File: config.mk
export PLATFORM = sky130hd
export DESIGN_NAME = sine_segment_drive_sequencer
export DESIGN_NICKNAME = d
export VERILOG_FILES = /design/src/hw/rtl/sseg_pkg.sv /design/src/hw/rtl/sseg_ctrl.sv /design/src/hw/rtl/sseg_datapath.sv /design/src/hw/rtl/sine_segment_drive_sequencer.sv
export SDC_FILE = /design/constraint.sdc
export NUM_CORES = 1
export LEC_CHECK = 0
export ABC_CLOCK_PERIOD_IN_PS = 9770
export BUFFER_PORTS_ARGS = -buffer_cell sky130_fd_sc_hd__buf_2
export CORE_MARGIN = 2
export CORE_UTILIZATION = 66
export CTS_BUF_LIST = sky130_fd_sc_hd__clkbuf_16
export CTS_CLUSTER_DIAMETER = 200
export DETAILED_ROUTE_END_ITERATION = 10
export PLACE_DENSITY = 0.83
export SETUP_SLACK_MARGIN = 0.02
export SLEW_MARGIN = 20
export SYNTH_ARGS = -nofsm -noshare
export SYNTH_HDL_FRONTEND = slang
export SYNTH_SLANG_ARGS = --single-unit
File: constraint.sdc
create_clock -name clk -period 9.77 [get_ports clk]
set_input_delay 2.931 -clock clk [delete_from_list [all_inputs] [get_ports clk]]
set_output_delay 2.931 -clock clk [all_outputs]
set_load 0.02 [all_outputs]
File: src/hw/rtl/sseg_pkg.sv
// shared types and constants for the sine segment drive sequencer
// item structs, operation and sync codes, quarter-wave cosine table
// no dependencies
package sseg_pkg;

    typedef struct packed {
        logic [1:0] op;
        logic       ac_wanted;
        logic [6:0] power_percent;
    } in_item_t;

    typedef struct packed {
        logic       drive_write;
        logic [6:0] drive_level;
        logic [1:0] sync_pulse;
        logic       zero_crossing;
        logic       positive_half;
        logic       running;
    } out_item_t;

    // step commands from the controller to the datapath
    typedef struct packed {
        logic accept;
        logic mul1;
        logic div1;
        logic mul2;
        logic load_out;
    } sseg_cmd_t;

    localparam logic [1:0] OP_SEGMENT  = 2'd0;
    localparam logic [1:0] OP_HALFSTEP = 2'd1;
    localparam logic [1:0] OP_START    = 2'd2;
    localparam logic [1:0] OP_RESET    = 2'd3;

    localparam logic [1:0] SYNC_NONE = 2'd0;
    localparam logic [1:0] SYNC_ON   = 2'd1;
    localparam logic [1:0] SYNC_OFF  = 2'd2;

    localparam int         CFG_IDX_W       = 2;
    localparam logic [1:0] CFG_FIRST_STEP  = 2'd0;
    localparam logic [1:0] CFG_SECOND_STEP = 2'd1;
    localparam logic [1:0] CFG_IDLE_DRIVE  = 2'd2;

    localparam logic [6:0] FIRST_STEP_RESET  = 7'd60;
    localparam logic [6:0] SECOND_STEP_RESET = 7'd85;
    localparam logic [6:0] IDLE_DRIVE_RESET  = 7'd10;
    localparam logic [6:0] PCT_FULL          = 7'd100;

    // x / 100 == (x * 5243) >> 19 for x below 43699
    localparam logic [12:0] RECIP_100   = 13'd5243;
    localparam int          RECIP_SHIFT = 19;

    localparam int ROM_LAST = 16;
    localparam logic [6:0] COSINE_ROM [0:ROM_LAST] = '{
        7'd92, 7'd92, 7'd90, 7'd88, 7'd85, 7'd81, 7'd77, 7'd71, 7'd65,
        7'd58, 7'd51, 7'd43, 7'd35, 7'd27, 7'd18, 7'd9, 7'd0
    };

endpackage

File: src/hw/rtl/sseg_ctrl.sv
// controller for the sine segment drive sequencer
// sequences accept, two multiply/divide rounds and the output load
// depends on sseg_pkg
module sseg_ctrl (
    input  logic              clk,
    input  logic              rst_n,
    input  logic              in_valid,
    output logic              in_stall,
    output logic              out_valid,
    input  logic              out_stall,
    output sseg_pkg::sseg_cmd_t cmd
);

    localparam logic [2:0] ST_IDLE = 3'd0;
    localparam logic [2:0] ST_MUL1 = 3'd1;
    localparam logic [2:0] ST_DIV1 = 3'd2;
    localparam logic [2:0] ST_MUL2 = 3'd3;
    localparam logic [2:0] ST_DIV2 = 3'd4;

    logic [2:0] state_reg;
    logic [2:0] state_next;
    logic       out_valid_reg;
    logic       out_valid_next;
    logic       out_free;

    assign in_stall  = (state_reg != ST_IDLE);
    assign out_valid = out_valid_reg;
    assign out_free  = !out_valid_reg || !out_stall;

    always_comb
    begin
        state_next   = state_reg;
        cmd          = '0;
        cmd.accept   = (state_reg == ST_IDLE) && in_valid;
        case (state_reg)
            ST_IDLE:
            begin
                if (in_valid)
                begin
                    state_next = ST_MUL1;
                end
            end
            ST_MUL1:
            begin
                cmd.mul1   = 1'b1;
                state_next = ST_DIV1;
            end
            ST_DIV1:
            begin
                cmd.div1   = 1'b1;
                state_next = ST_MUL2;
            end
            ST_MUL2:
            begin
                cmd.mul2   = 1'b1;
                state_next = ST_DIV2;
            end
            ST_DIV2:
            begin
                if (out_free)
                begin
                    cmd.load_out = 1'b1;
                    state_next   = ST_IDLE;
                end
            end
            default:
            begin
                state_next = ST_IDLE;
            end
        endcase
    end

    always_comb
    begin
        out_valid_next = out_valid_reg;
        if (cmd.load_out)
        begin
            out_valid_next = 1'b1;
        end
        else if (out_valid_reg && !out_stall)
        begin
            out_valid_next = 1'b0;
        end
    end

    always_ff @(posedge clk or negedge rst_n)
    begin
        if (!rst_n)
        begin
            state_reg     <= ST_IDLE;
            out_valid_reg <= 1'b0;
        end
        else
        begin
            state_reg     <= state_next;
            out_valid_reg <= out_valid_next;
        end
    end

endmodule

File: src/hw/rtl/sseg_datapath.sv
// datapath for the sine segment drive sequencer
// waveform state, config registers, table lookup, interpolation and scaling
// depends on sseg_pkg
module sseg_datapath #(
    parameter int TABLE_TOP       = 16,
    parameter int AMPLITUDE_WIDTH = 7
) (
    input  logic                               clk,
    input  logic                               rst_n,
    input  sseg_pkg::sseg_cmd_t                cmd,
    input  sseg_pkg::in_item_t                 in_item,
    input  logic                               cfg_we,
    input  logic [sseg_pkg::CFG_IDX_W-1:0]     cfg_index,
    input  logic [6:0]                         cfg_data,
    output sseg_pkg::out_item_t                out_item
);

    localparam int IDX_W = $clog2(TABLE_TOP + 1);
    localparam logic [IDX_W-1:0] TOP_IDX = IDX_W'(TABLE_TOP);
    localparam int LIM_INT = (AMPLITUDE_WIDTH >= 7) ? 127 : ((1 << AMPLITUDE_WIDTH) - 1);
    localparam logic [8:0] LEVEL_LIM = 9'(LIM_INT);

    // table lookup per index, scaled onto the 17-entry table
    logic [6:0] level_tab [TABLE_TOP+1];

    for (genvar i = 0; i <= TABLE_TOP; i++)
    begin : g_tab
        localparam int RAW = (i * sseg_pkg::ROM_LAST) / TABLE_TOP;
        localparam int RI  = (RAW > sseg_pkg::ROM_LAST) ? sseg_pkg::ROM_LAST : RAW;
        assign level_tab[i] = sseg_pkg::COSINE_ROM[RI];
    end

    // config registers
    logic [6:0] first_pct_reg;
    logic [6:0] second_pct_reg;
    logic [6:0] idle_drive_reg;

    always_ff @(posedge clk or negedge rst_n)
    begin
        if (!rst_n)
        begin
            first_pct_reg  <= sseg_pkg::FIRST_STEP_RESET;
            second_pct_reg <= sseg_pkg::SECOND_STEP_RESET;
            idle_drive_reg <= sseg_pkg::IDLE_DRIVE_RESET;
        end
        else if (cfg_we)
        begin
            case (cfg_index)
                sseg_pkg::CFG_FIRST_STEP:  first_pct_reg  <= cfg_data;
                sseg_pkg::CFG_SECOND_STEP: second_pct_reg <= cfg_data;
                sseg_pkg::CFG_IDLE_DRIVE:  idle_drive_reg <= cfg_data;
                default:
                begin
                end
            endcase
        end
    end

    // waveform state
    logic [IDX_W-1:0] wave_reg;
    logic [IDX_W-1:0] wave_next;
    logic [IDX_W-1:0] prior_reg;
    logic [IDX_W-1:0] prior_next;
    logic             rising_reg;
    logic             rising_next;
    logic             positive_reg;
    logic             positive_next;
    logic             ac_on_reg;
    logic             ac_on_next;
    logic [1:0]       hsl_reg;
    logic [1:0]       hsl_next;

    // per-item context
    logic             dw_reg;
    logic             dw_next;
    logic             idle_sel_reg;
    logic             idle_sel_next;
    logic [1:0]       sync_reg;
    logic [1:0]       sync_next;
    logic             zc_reg;
    logic             zc_next;
    logic [6:0]       pct_reg;
    logic [6:0]       pct_next;
    logic [6:0]       power_reg;

    logic [IDX_W-1:0] step_idx;

    always_comb
    begin
        wave_next     = wave_reg;
        prior_next    = prior_reg;
        rising_next   = rising_reg;
        positive_next = positive_reg;
        ac_on_next    = ac_on_reg;
        hsl_next      = hsl_reg;
        dw_next       = 1'b0;
        idle_sel_next = 1'b0;
        sync_next     = sseg_pkg::SYNC_NONE;
        zc_next       = 1'b0;
        pct_next      = first_pct_reg;
        step_idx      = wave_reg;
        if (rising_reg)
        begin
            if (wave_reg < TOP_IDX)
            begin
                step_idx = wave_reg + IDX_W'(1);
            end
        end
        else if (wave_reg != '0)
        begin
            step_idx = wave_reg - IDX_W'(1);
        end
        case (in_item.op)
            sseg_pkg::OP_SEGMENT:
            begin
                if (ac_on_reg)
                begin
                    prior_next = wave_reg;
                    wave_next  = step_idx;
                    if (rising_reg)
                    begin
                        if (step_idx >= TOP_IDX)
                        begin
                            rising_next   = 1'b0;
                            positive_next = !positive_reg;
                            zc_next       = 1'b1;
                        end
                    end
                    else if (step_idx == '0)
                    begin
                        rising_next = 1'b1;
                    end
                    dw_next   = 1'b1;
                    sync_next = sseg_pkg::SYNC_ON;
                    hsl_next  = 2'd2;
                    if (rising_reg && (step_idx >= TOP_IDX) && !in_item.ac_wanted)
                    begin
                        ac_on_next    = 1'b0;
                        idle_sel_next = 1'b1;
                    end
                end
            end
            sseg_pkg::OP_HALFSTEP:
            begin
                if (hsl_reg != 2'd0)
                begin
                    if (ac_on_reg)
                    begin
                        sync_next = sseg_pkg::SYNC_OFF;
                        if (hsl_reg == 2'd2)
                        begin
                            dw_next  = 1'b1;
                            pct_next = second_pct_reg;
                        end
                        else if (hsl_reg == 2'd1)
                        begin
                            dw_next  = 1'b1;
                            pct_next = sseg_pkg::PCT_FULL;
                        end
                    end
                    hsl_next = hsl_reg - 2'd1;
                end
            end
            sseg_pkg::OP_START:
            begin
                wave_next     = TOP_IDX;
                hsl_next      = 2'd0;
                positive_next = 1'b1;
                rising_next   = 1'b0;
                ac_on_next    = 1'b1;
            end
            sseg_pkg::OP_RESET:
            begin
                wave_next     = '0;
                positive_next = 1'b1;
                rising_next   = 1'b1;
            end
            default:
            begin
            end
        endcase
    end

    always_ff @(posedge clk or negedge rst_n)
    begin
        if (!rst_n)
        begin
            wave_reg     <= '0;
            prior_reg    <= '0;
            rising_reg   <= 1'b1;
            positive_reg <= 1'b1;
            ac_on_reg    <= 1'b0;
            hsl_reg      <= 2'd0;
        end
        else if (cmd.accept)
        begin
            wave_reg     <= wave_next;
            prior_reg    <= prior_next;
            rising_reg   <= rising_next;
            positive_reg <= positive_next;
            ac_on_reg    <= ac_on_next;
            hsl_reg      <= hsl_next;
        end
    end

    always_ff @(posedge clk)
    begin
        if (cmd.accept)
        begin
            dw_reg       <= dw_next;
            idle_sel_reg <= idle_sel_next;
            sync_reg     <= sync_next;
            zc_reg       <= zc_next;
            pct_reg      <= pct_next;
            power_reg    <= in_item.power_percent;
        end
    end

    // interpolation: a + (b - a) * pct / 100, then * power / 100
    logic [6:0]  tab_a;
    logic [6:0]  tab_b;
    logic [6:0]  diff_mag;
    logic [6:0]  a_reg;
    logic        neg_reg;
    logic [13:0] mag_reg;
    logic [26:0] quo_reg;
    logic [7:0]  quo;
    logic [7:0]  interp;
    logic [14:0] prod2_reg;
    logic [27:0] prod3;
    logic [8:0]  scaled;
    logic [6:0]  level;

    assign tab_a    = level_tab[prior_reg];
    assign tab_b    = level_tab[wave_reg];
    assign diff_mag = (tab_b >= tab_a) ? (tab_b - tab_a) : (tab_a - tab_b);

    assign quo = quo_reg[sseg_pkg::RECIP_SHIFT +: 8];

    always_comb
    begin
        if (neg_reg)
        begin
            interp = ({1'b0, a_reg} >= quo) ? ({1'b0, a_reg} - quo) : 8'd0;
        end
        else
        begin
            interp = {1'b0, a_reg} + quo;
        end
    end

    assign prod3  = {13'd0, prod2_reg} * {15'd0, sseg_pkg::RECIP_100};
    assign scaled = prod3[sseg_pkg::RECIP_SHIFT +: 9];
    assign level  = (scaled > LEVEL_LIM) ? LEVEL_LIM[6:0] : scaled[6:0];

    always_ff @(posedge clk)
    begin
        if (cmd.mul1)
        begin
            a_reg   <= tab_a;
            neg_reg <= (tab_b < tab_a);
            mag_reg <= {7'd0, diff_mag} * {7'd0, pct_reg};
        end
        if (cmd.div1)
        begin
            quo_reg <= {13'd0, mag_reg} * {14'd0, sseg_pkg::RECIP_100};
        end
        if (cmd.mul2)
        begin
            prod2_reg <= {7'd0, interp} * {8'd0, power_reg};
        end
        if (cmd.load_out)
        begin
            out_item.drive_write   <= dw_reg;
            out_item.drive_level   <= !dw_reg ? 7'd0 : (idle_sel_reg ? idle_drive_reg : level);
            out_item.sync_pulse    <= sync_reg;
            out_item.zero_crossing <= zc_reg;
            out_item.positive_half <= positive_reg;
            out_item.running       <= ac_on_reg;
        end
    end

endmodule

File: src/hw/rtl/sine_segment_drive_sequencer.sv
// sine segment drive sequencer, top level
// walks a quarter-wave cosine table and issues a scaled drive level per item
// depends on sseg_pkg, sseg_ctrl, sseg_datapath
//
// input channel: in_valid / in_stall / in_item carry one command item
// (segment tick, half-step tick, start, waveform reset) with ac_wanted and
// power_percent. output channel: out_valid / out_stall / out_item carry
// exactly one result item per input item.
// config channel: cfg_valid / cfg_ready / cfg_index / cfg_data, always
// ready; index 0 first step percent, 1 second step percent, 2 idle drive,
// other indexes are ignored. write only while no item is in flight.
// an accepted item runs through one table lookup and two multiply then
// divide-by-100 rounds on a shared datapath: it steps through the mul1,
// div1 and mul2 states, its result is loaded into the output register from
// the div2 state, and only then does the block take the next item.
// while the receiver stalls, the result holds in the output register; the
// next item is accepted and computed but its load waits for the register.
// reset clears the waveform state, stops generation and restores the
// config registers to 60, 85 and 10.
module sine_segment_drive_sequencer #(
    parameter int TABLE_TOP       = 16,
    parameter int AMPLITUDE_WIDTH = 7
) (
    input  logic                           clk,
    input  logic                           rst_n,
    input  logic                           in_valid,
    output logic                           in_stall,
    input  sseg_pkg::in_item_t             in_item,
    output logic                           out_valid,
    input  logic                           out_stall,
    output sseg_pkg::out_item_t            out_item,
    input  logic                           cfg_valid,
    output logic                           cfg_ready,
    input  logic [sseg_pkg::CFG_IDX_W-1:0] cfg_index,
    input  logic [6:0]                     cfg_data
);

    sseg_pkg::sseg_cmd_t cmd;

    assign cfg_ready = 1'b1;

    sseg_ctrl u_ctrl (
        .clk       (clk),
        .rst_n     (rst_n),
        .in_valid  (in_valid),
        .in_stall  (in_stall),
        .out_valid (out_valid),
        .out_stall (out_stall),
        .cmd       (cmd)
    );

    sseg_datapath #(
        .TABLE_TOP       (TABLE_TOP),
        .AMPLITUDE_WIDTH (AMPLITUDE_WIDTH)
    ) u_datapath (
        .clk       (clk),
        .rst_n     (rst_n),
        .cmd       (cmd),
        .in_item   (in_item),
        .cfg_we    (cfg_valid && cfg_ready),
        .cfg_index (cfg_index),
        .cfg_data  (cfg_data),
        .out_item  (out_item)
    );

endmodule

======== Yosys cells after proc, flatten, opt, wreduce, memory -nomap -nowiden ========
Memories as Yosys holds them, arrays and structs flattened.
Cells that the tools add are included.
storage, ports and cells
  bits in registers ....................... 136
  bits in read-only memories .............. 448
  input bits .............................. 24
  output and inout bits ................... 16
  logic and storage cells ................. 157
  memories ................................ 2
memory list
  memory           depth  bits a word  read ports  clocked after memory_dff  write ports  RTL line              text
  (no name shown)  32     7            1           0                         0            sseg_datapath.sv:234  assign tab_a = level_tab[prior_reg];
  (no name shown)  32     7            1           0                         0            sseg_datapath.sv:235  assign tab_b = level_tab[wave_reg];
operators by class
  add/subtract/negate cells ............... 7
  multiply operators ...................... 4
  $lt $le $gt $ge ......................... 8
  equality and inequality tests ........... 17
  mux-type cells .......................... 56
  bitwise operators ....................... 2
  reductions and logical operators ........ 33
operator list
  operator                count
  $mux 7                  12
  $mul 15x13->28 const B  1
  $mul 14x13->27 const B  1
  $mux 1                  24
  $mux 5                  4
  $mux 8                  2
  $mul 8x7->15            1
  $pmux 3 s5              1
  $pmux 5 s3              1
  $mul 7x7->14            1
  $sub 7x7->7             2
  $ge 6x6->1 const B      2
  $not 5->6               2
  $reduce_and 2->1        6
  $ne 2x1->1 const B      5
  $gt 9x7->1 const B      1
  $reduce_and 3->1        3
  $reduce_bool 3->1       3
  $add 7x8->8             1
  $eq 2x2->1 const B      4
  $ge 7x8->1              1
  $mux 2                  4
  $reduce_bool 2->1       4
  $sub 7x8->8             1
  other kinds (27)        40

======== Longest topological paths before layout ========
  word-level depth ........................ 9
  depth in mapped cells ................... 33
  mapped depth without buffers ............ 31

======== By module ========
A second synthesis with hierarchy kept.
unflattened totals
  cell total of the unflattened synthesis .. 1,655
  area total of the unflattened synthesis .. 16,676.0 µm²
modules (own cells, without submodules)
  module                        instances  cells each  area each (µm²)  sequential area each (µm²)
  sseg_datapath                 1          1,633       16,469.5         3,228.1
  sseg_ctrl                     1          20          195.2            100.1
  sine_segment_drive_sequencer  1          2           11.3             0.0

======== Least setup slack after synthesis ========
OpenSTA, ideal clock, no wires.
  path kind ............................... register to register
  start point ............................. reg u_datapath.wave_reg[0]
  end point ............................... reg u_datapath.mag_reg[12] (data pin)
  library setup time ...................... 0.195 ns
  arrival ................................. 6.811 ns
  required time ........................... 9.575 ns
  setup slack ............................. 2.764 ns
  cell stages (with the launch flop) ...... 32
  buffers on the path ..................... 2
  period minus slack after synthesis ...... 7.006 ns
  cell sequence ........................... dfrtp_1 > clkbuf_1 > inv_1 > ha_1 > mux2i_1 > nor2_1 > a211oi_1 > ha_1 > nor2b_1 > o21ai_1 > a21boi_1 > o21ai_1 > a211oi_2 > inv_2 > and3_1 > or3_1 > buf_2 > a21bo_1 > fa_1 > fa_1 > inv_1 > fa_1 > inv_1 > fa_1 > inv_1 > ha_1 > inv_1 > o21bai_1 > a21oi_1 > o21bai_1 > a21o_1 > o311ai_0
on the way
  cells in the longest elaborated chain, start to end .. 7
  elaborated cells on any way between the ends .. 9
  those cells by class .................... add/sub: 2; mul: 1; order compare: 1; mux: 3; bitwise: 1; memory: 1
RTL lines
  element                                         RTL line              text
  start, declared                                 sseg_datapath.sv:60   logic [IDX_W-1:0] wave_reg;
  start signal, assigned                          sseg_datapath.sv:197  wave_reg <= wave_next;
  $not 5->6 (not written as such) (*)             sseg_datapath.sv:235
  $mem_v2 32x7 (*)                                -
  $mux 7 (not written as such) (*) (2 in series)  sseg_datapath.sv:235
  $sub 7x7->7 or $ge 7x7->1 (tied branches)       sseg_datapath.sv:236  assign diff_mag = (tab_b >= tab_a) ? (tab_b - tab_a) : (tab_a - tab_b);
  $mux 7 (*)                                      sseg_datapath.sv:236
  $mul 7x7->14 (*)                                sseg_datapath.sv:262  mag_reg <= {7'd0, diff_mag} * {7'd0, pct_reg};
  end signal, assigned                            sseg_datapath.sv:262
  end, declared                                   sseg_datapath.sv:225  logic [13:0] mag_reg;
Mark *: on every way between the ends. The rest lies on a longest branch, timed or not. The select of a mux whose other input is x is not followed.
A chain may end at the register's enable or synchronous reset.

======== Final worst setup path ========
Ends and elaborated chain as after synthesis.

==> impl_metrics.tcl <==
set metrics [dict create \
    worst-endpoint-required_ns 10.00 \
    dp_hpwl_mm 27.1 \
    synthFlopType "sky130_fd_sc_hd__edfxtp_1" \
    timing.critical_path.depth 28 \
    cts_hold_repair.buffers 0 \
    cts_setup_buffers 0 \
    timing.slew.headroom_pct 26.2 \
    synthDistinctLibCells 73 \
    launching_element_of_the_worst_setup_path "u_datapath.wave_reg[0]" \
    drt-wirelength-per-cell_um 16.8 \
    overflow_left_after_global_routing 0 \
    proportion_of_synthesized_chip_area_in_sequential_cells_pct 20.3 \
    die_w_um 162 \
    yosys_warnings 0 \
    fin_skew_ns 0.0152 \
    via_per_inst 5.64 \
    timing.final.max_slew_violations 0 \
    synth_edf_count 77 \
    antenna_found_initial 0 \
    cpPeakStageDelay_ns 0.57 \
    io_buffers 38 \
    timing.critical_path.from_type "flip-flop" \
    final_cell_area_sq_mm 0.0175 \
    number_of_design_rule_violations_left_after_detail_routing 0 \
    postCtsResizedCells 0 \
    ctsLongestPathBuffers 2 \
    postRouteAntennaNets 0 \
    regArea_sq_mm 0.00333 \
    fp.dieH_um 162 \
    worstSetupEndpointType "flip-flop" \
    layout-drive-gt1-share_pct 8.37 \
    grt_pass1_vias 11994 \
    cts.root.buffer_cell "sky130_fd_sc_hd__clkbuf_16" \
    insertedDiodeCount 0 \
    synthToLayoutAreaGrowth_pct 6.85 \
    final_net_count 2170 \
    r2r_setup_slack_ns 2.14 \
    detailroute.via_count 11182 \
    multi_input_area_sq_mm 0.0116 \
    timing.fmax_mhz 131 \
    finalWirelength_mm 33.3 \
    mappedNetlistNets 2131 \
    grtUsageTotal_pct 27.7 \
    post_synth_main_area_contributors "sky130_fd_sc_hd__ha_1, sky130_fd_sc_hd__fa_1, sky130_fd_sc_hd__edfxtp_1, sky130_fd_sc_hd__inv_1, sky130_fd_sc_hd__dfrtp_1" \
    cp_max_fo 12 \
    min_period_over_period_pct 78.0 \
    drt_pre_antenna_iters 4 \
    clkSlewWorstSetupHoldPaths_ns 0.06 \
    grt_first_pass_wirelength_mm 57.3 \
    worstSetupPathType "flip-flop to flip-flop" \
    number_of_flip_flops_under_the_largest_register_name 15 \
    yosysTopAreaCellShare_pct 23.6 \
    critical_path_data_arrival_time_ns 7.86 \
    placedInstanceArea_sq_mm 0.0169 \
    mostFrequentLayoutCell "sky130_fd_sc_hd__inv_1" \
    timing.setup.tns_ns 0 \
    clock-sinks 117 \
    setup.worst_path.end "u_datapath.mag_reg[12]" \
    unrepaired_setup_endpoints_after_global_routing "false" \
    final_hold_viol_count 0 \
    final_cell_mix "sky130_fd_sc_hd__inv_1, sky130_fd_sc_hd__ha_1, sky130_fd_sc_hd__fa_1" \
    tritoncts_clock_tree "yes" \
    grt_start_max_net_pins 41 \
    max-cap-violations 0 \
    synth-seq-cells 117 \
    kind_of_cell_adding_the_most_delay_to_the_critical_path "compound AO/OA/AOI/OAI gates" \
    crit_path_frequent_cell "sky130_fd_sc_hd__inv_1" \
    cts_made_buffers 17 \
    synthesis.instances 1608 \
    floorplan.initialDensity_pct 67.2 \
    minimum_clock_period_after_layout_ns 7.63 \
    synth_top_cell_by_area "sky130_fd_sc_hd__ha_1" \
    fillers 1698 \
    detail_route.iter0.violations 555 \
    floorplan.core_area_sq_mm 0.0244 \
    min_from "u_datapath.sync_reg[1]" \
    tightest_slew_ns 1.11 \
    critical_path.reg2reg.endpoint "u_datapath.mag_reg[12]" \
    average_cell_area_after_synthesis_sq_um 10.2 \
    timing.final.setup_violations 0 \
    insertion_delay_ns 0.44 \
    path_type_of_the_worst_min_delay_path "flip-flop to flip-flop" \
    synthesis.area_sq_mm 0.0164 \
    crit_path_top_delay_cell "sky130_fd_sc_hd__dfrtp_1" \
    worst_r2r_startpoint "u_datapath.wave_reg[0]" \
    critical_path_buf_inv_count 5 \
    outcome "complete, no violations" \
    core.rowCount 57 \
    place_congestion 0.914 \
    cts.htree.levels 4 \
    boundaryPins 40 \
    r2r.worst_path.cells 28 \
    ys_async_sr_fraction_pct 34.2 \
    design.die.area_sq_mm 0.0261 \
]
## cell families (layout without fill, tap and decap cells)
logic type / Yosys count / count (layout) / synth area share [%]
adders and majority gates: 499 / 499 / 46.7
buffers and inverters: 408 / 460 / 9.38
other: 1 / 1 / 0.0229
muxes: 34 / 34 / 2.28
AOI/OAI and AO/OA: 235 / 235 / 10.3
and+or+nand+nor: 266 / 266 / 8.45
xor gates and xnor gates: 48 / 48 / 2.56
DFF: 117 / 117 / 20.3
## per-stage QoR
| stage | worst slack (ns) | cells | utilization (%) | hold WS, ns |
|---|---|---|---|---|
| floorplan | 2.76 | 1608 | - | 0.400 |
| global placement | 2.51 | 1952 | 69.4 | 0.405 |
| detailed placement | 2.22 | 1952 | 69.4 | 0.411 |
| CTS | 2.18 | 1984 | 71.8 | 0.426 |
| global route | 1.51 | 1984 | 71.8 | 0.430 |
| finish | 2.14 | 1984 | 71.8 | 0.426 |
## cell usage after synthesis, drive strengths merged (28+ instances only)
library cell	instances
a21oi	45
fa	189
nand2	73
xnor2	32
a21boi	30
dfrtp	28
ha	310
nor2	40
o21ai	39
and2	32
edfxtp	77
inv	388
## routing by layer
layer / GRT usage, % / vias to the layer above / share of wire (%)
met4: 9.57 / 0 / 2.9
li1: - / 5367 / -
met3: 3.98 / 66 / 4.8
met2: 48.4 / 287 / 50
met1: 35.3 / 5462 / 42
met5: 0 / - / 0
## worst min-delay path by stage
stage	endpoint	slack, ns	cells past startpoint
finish	u_datapath.out_item[4]	0.43	0
global route	u_datapath.out_item[4]	0.43	0
CTS	u_datapath.out_item[4]	0.43	0
detailed placement	u_datapath.out_item[3]	0.41	0
global placement	u_datapath.out_item[2]	0.41	0
floorplan	u_datapath.out_item[2]	0.40	0
## cell type report
cell class                 instances  area share [%]
sequential                       117            19.0
tap                              324            2.31
clock buffer                      17            2.43
clock inverter                    15           0.864
timing repair buffer              40            1.17
inverter                         388            8.31
multi-input combinational       1083            65.9
Power is left out: the tool's default activity adds up to more than one toggle a clock period on the data nets, which glitch-free logic cannot reach.
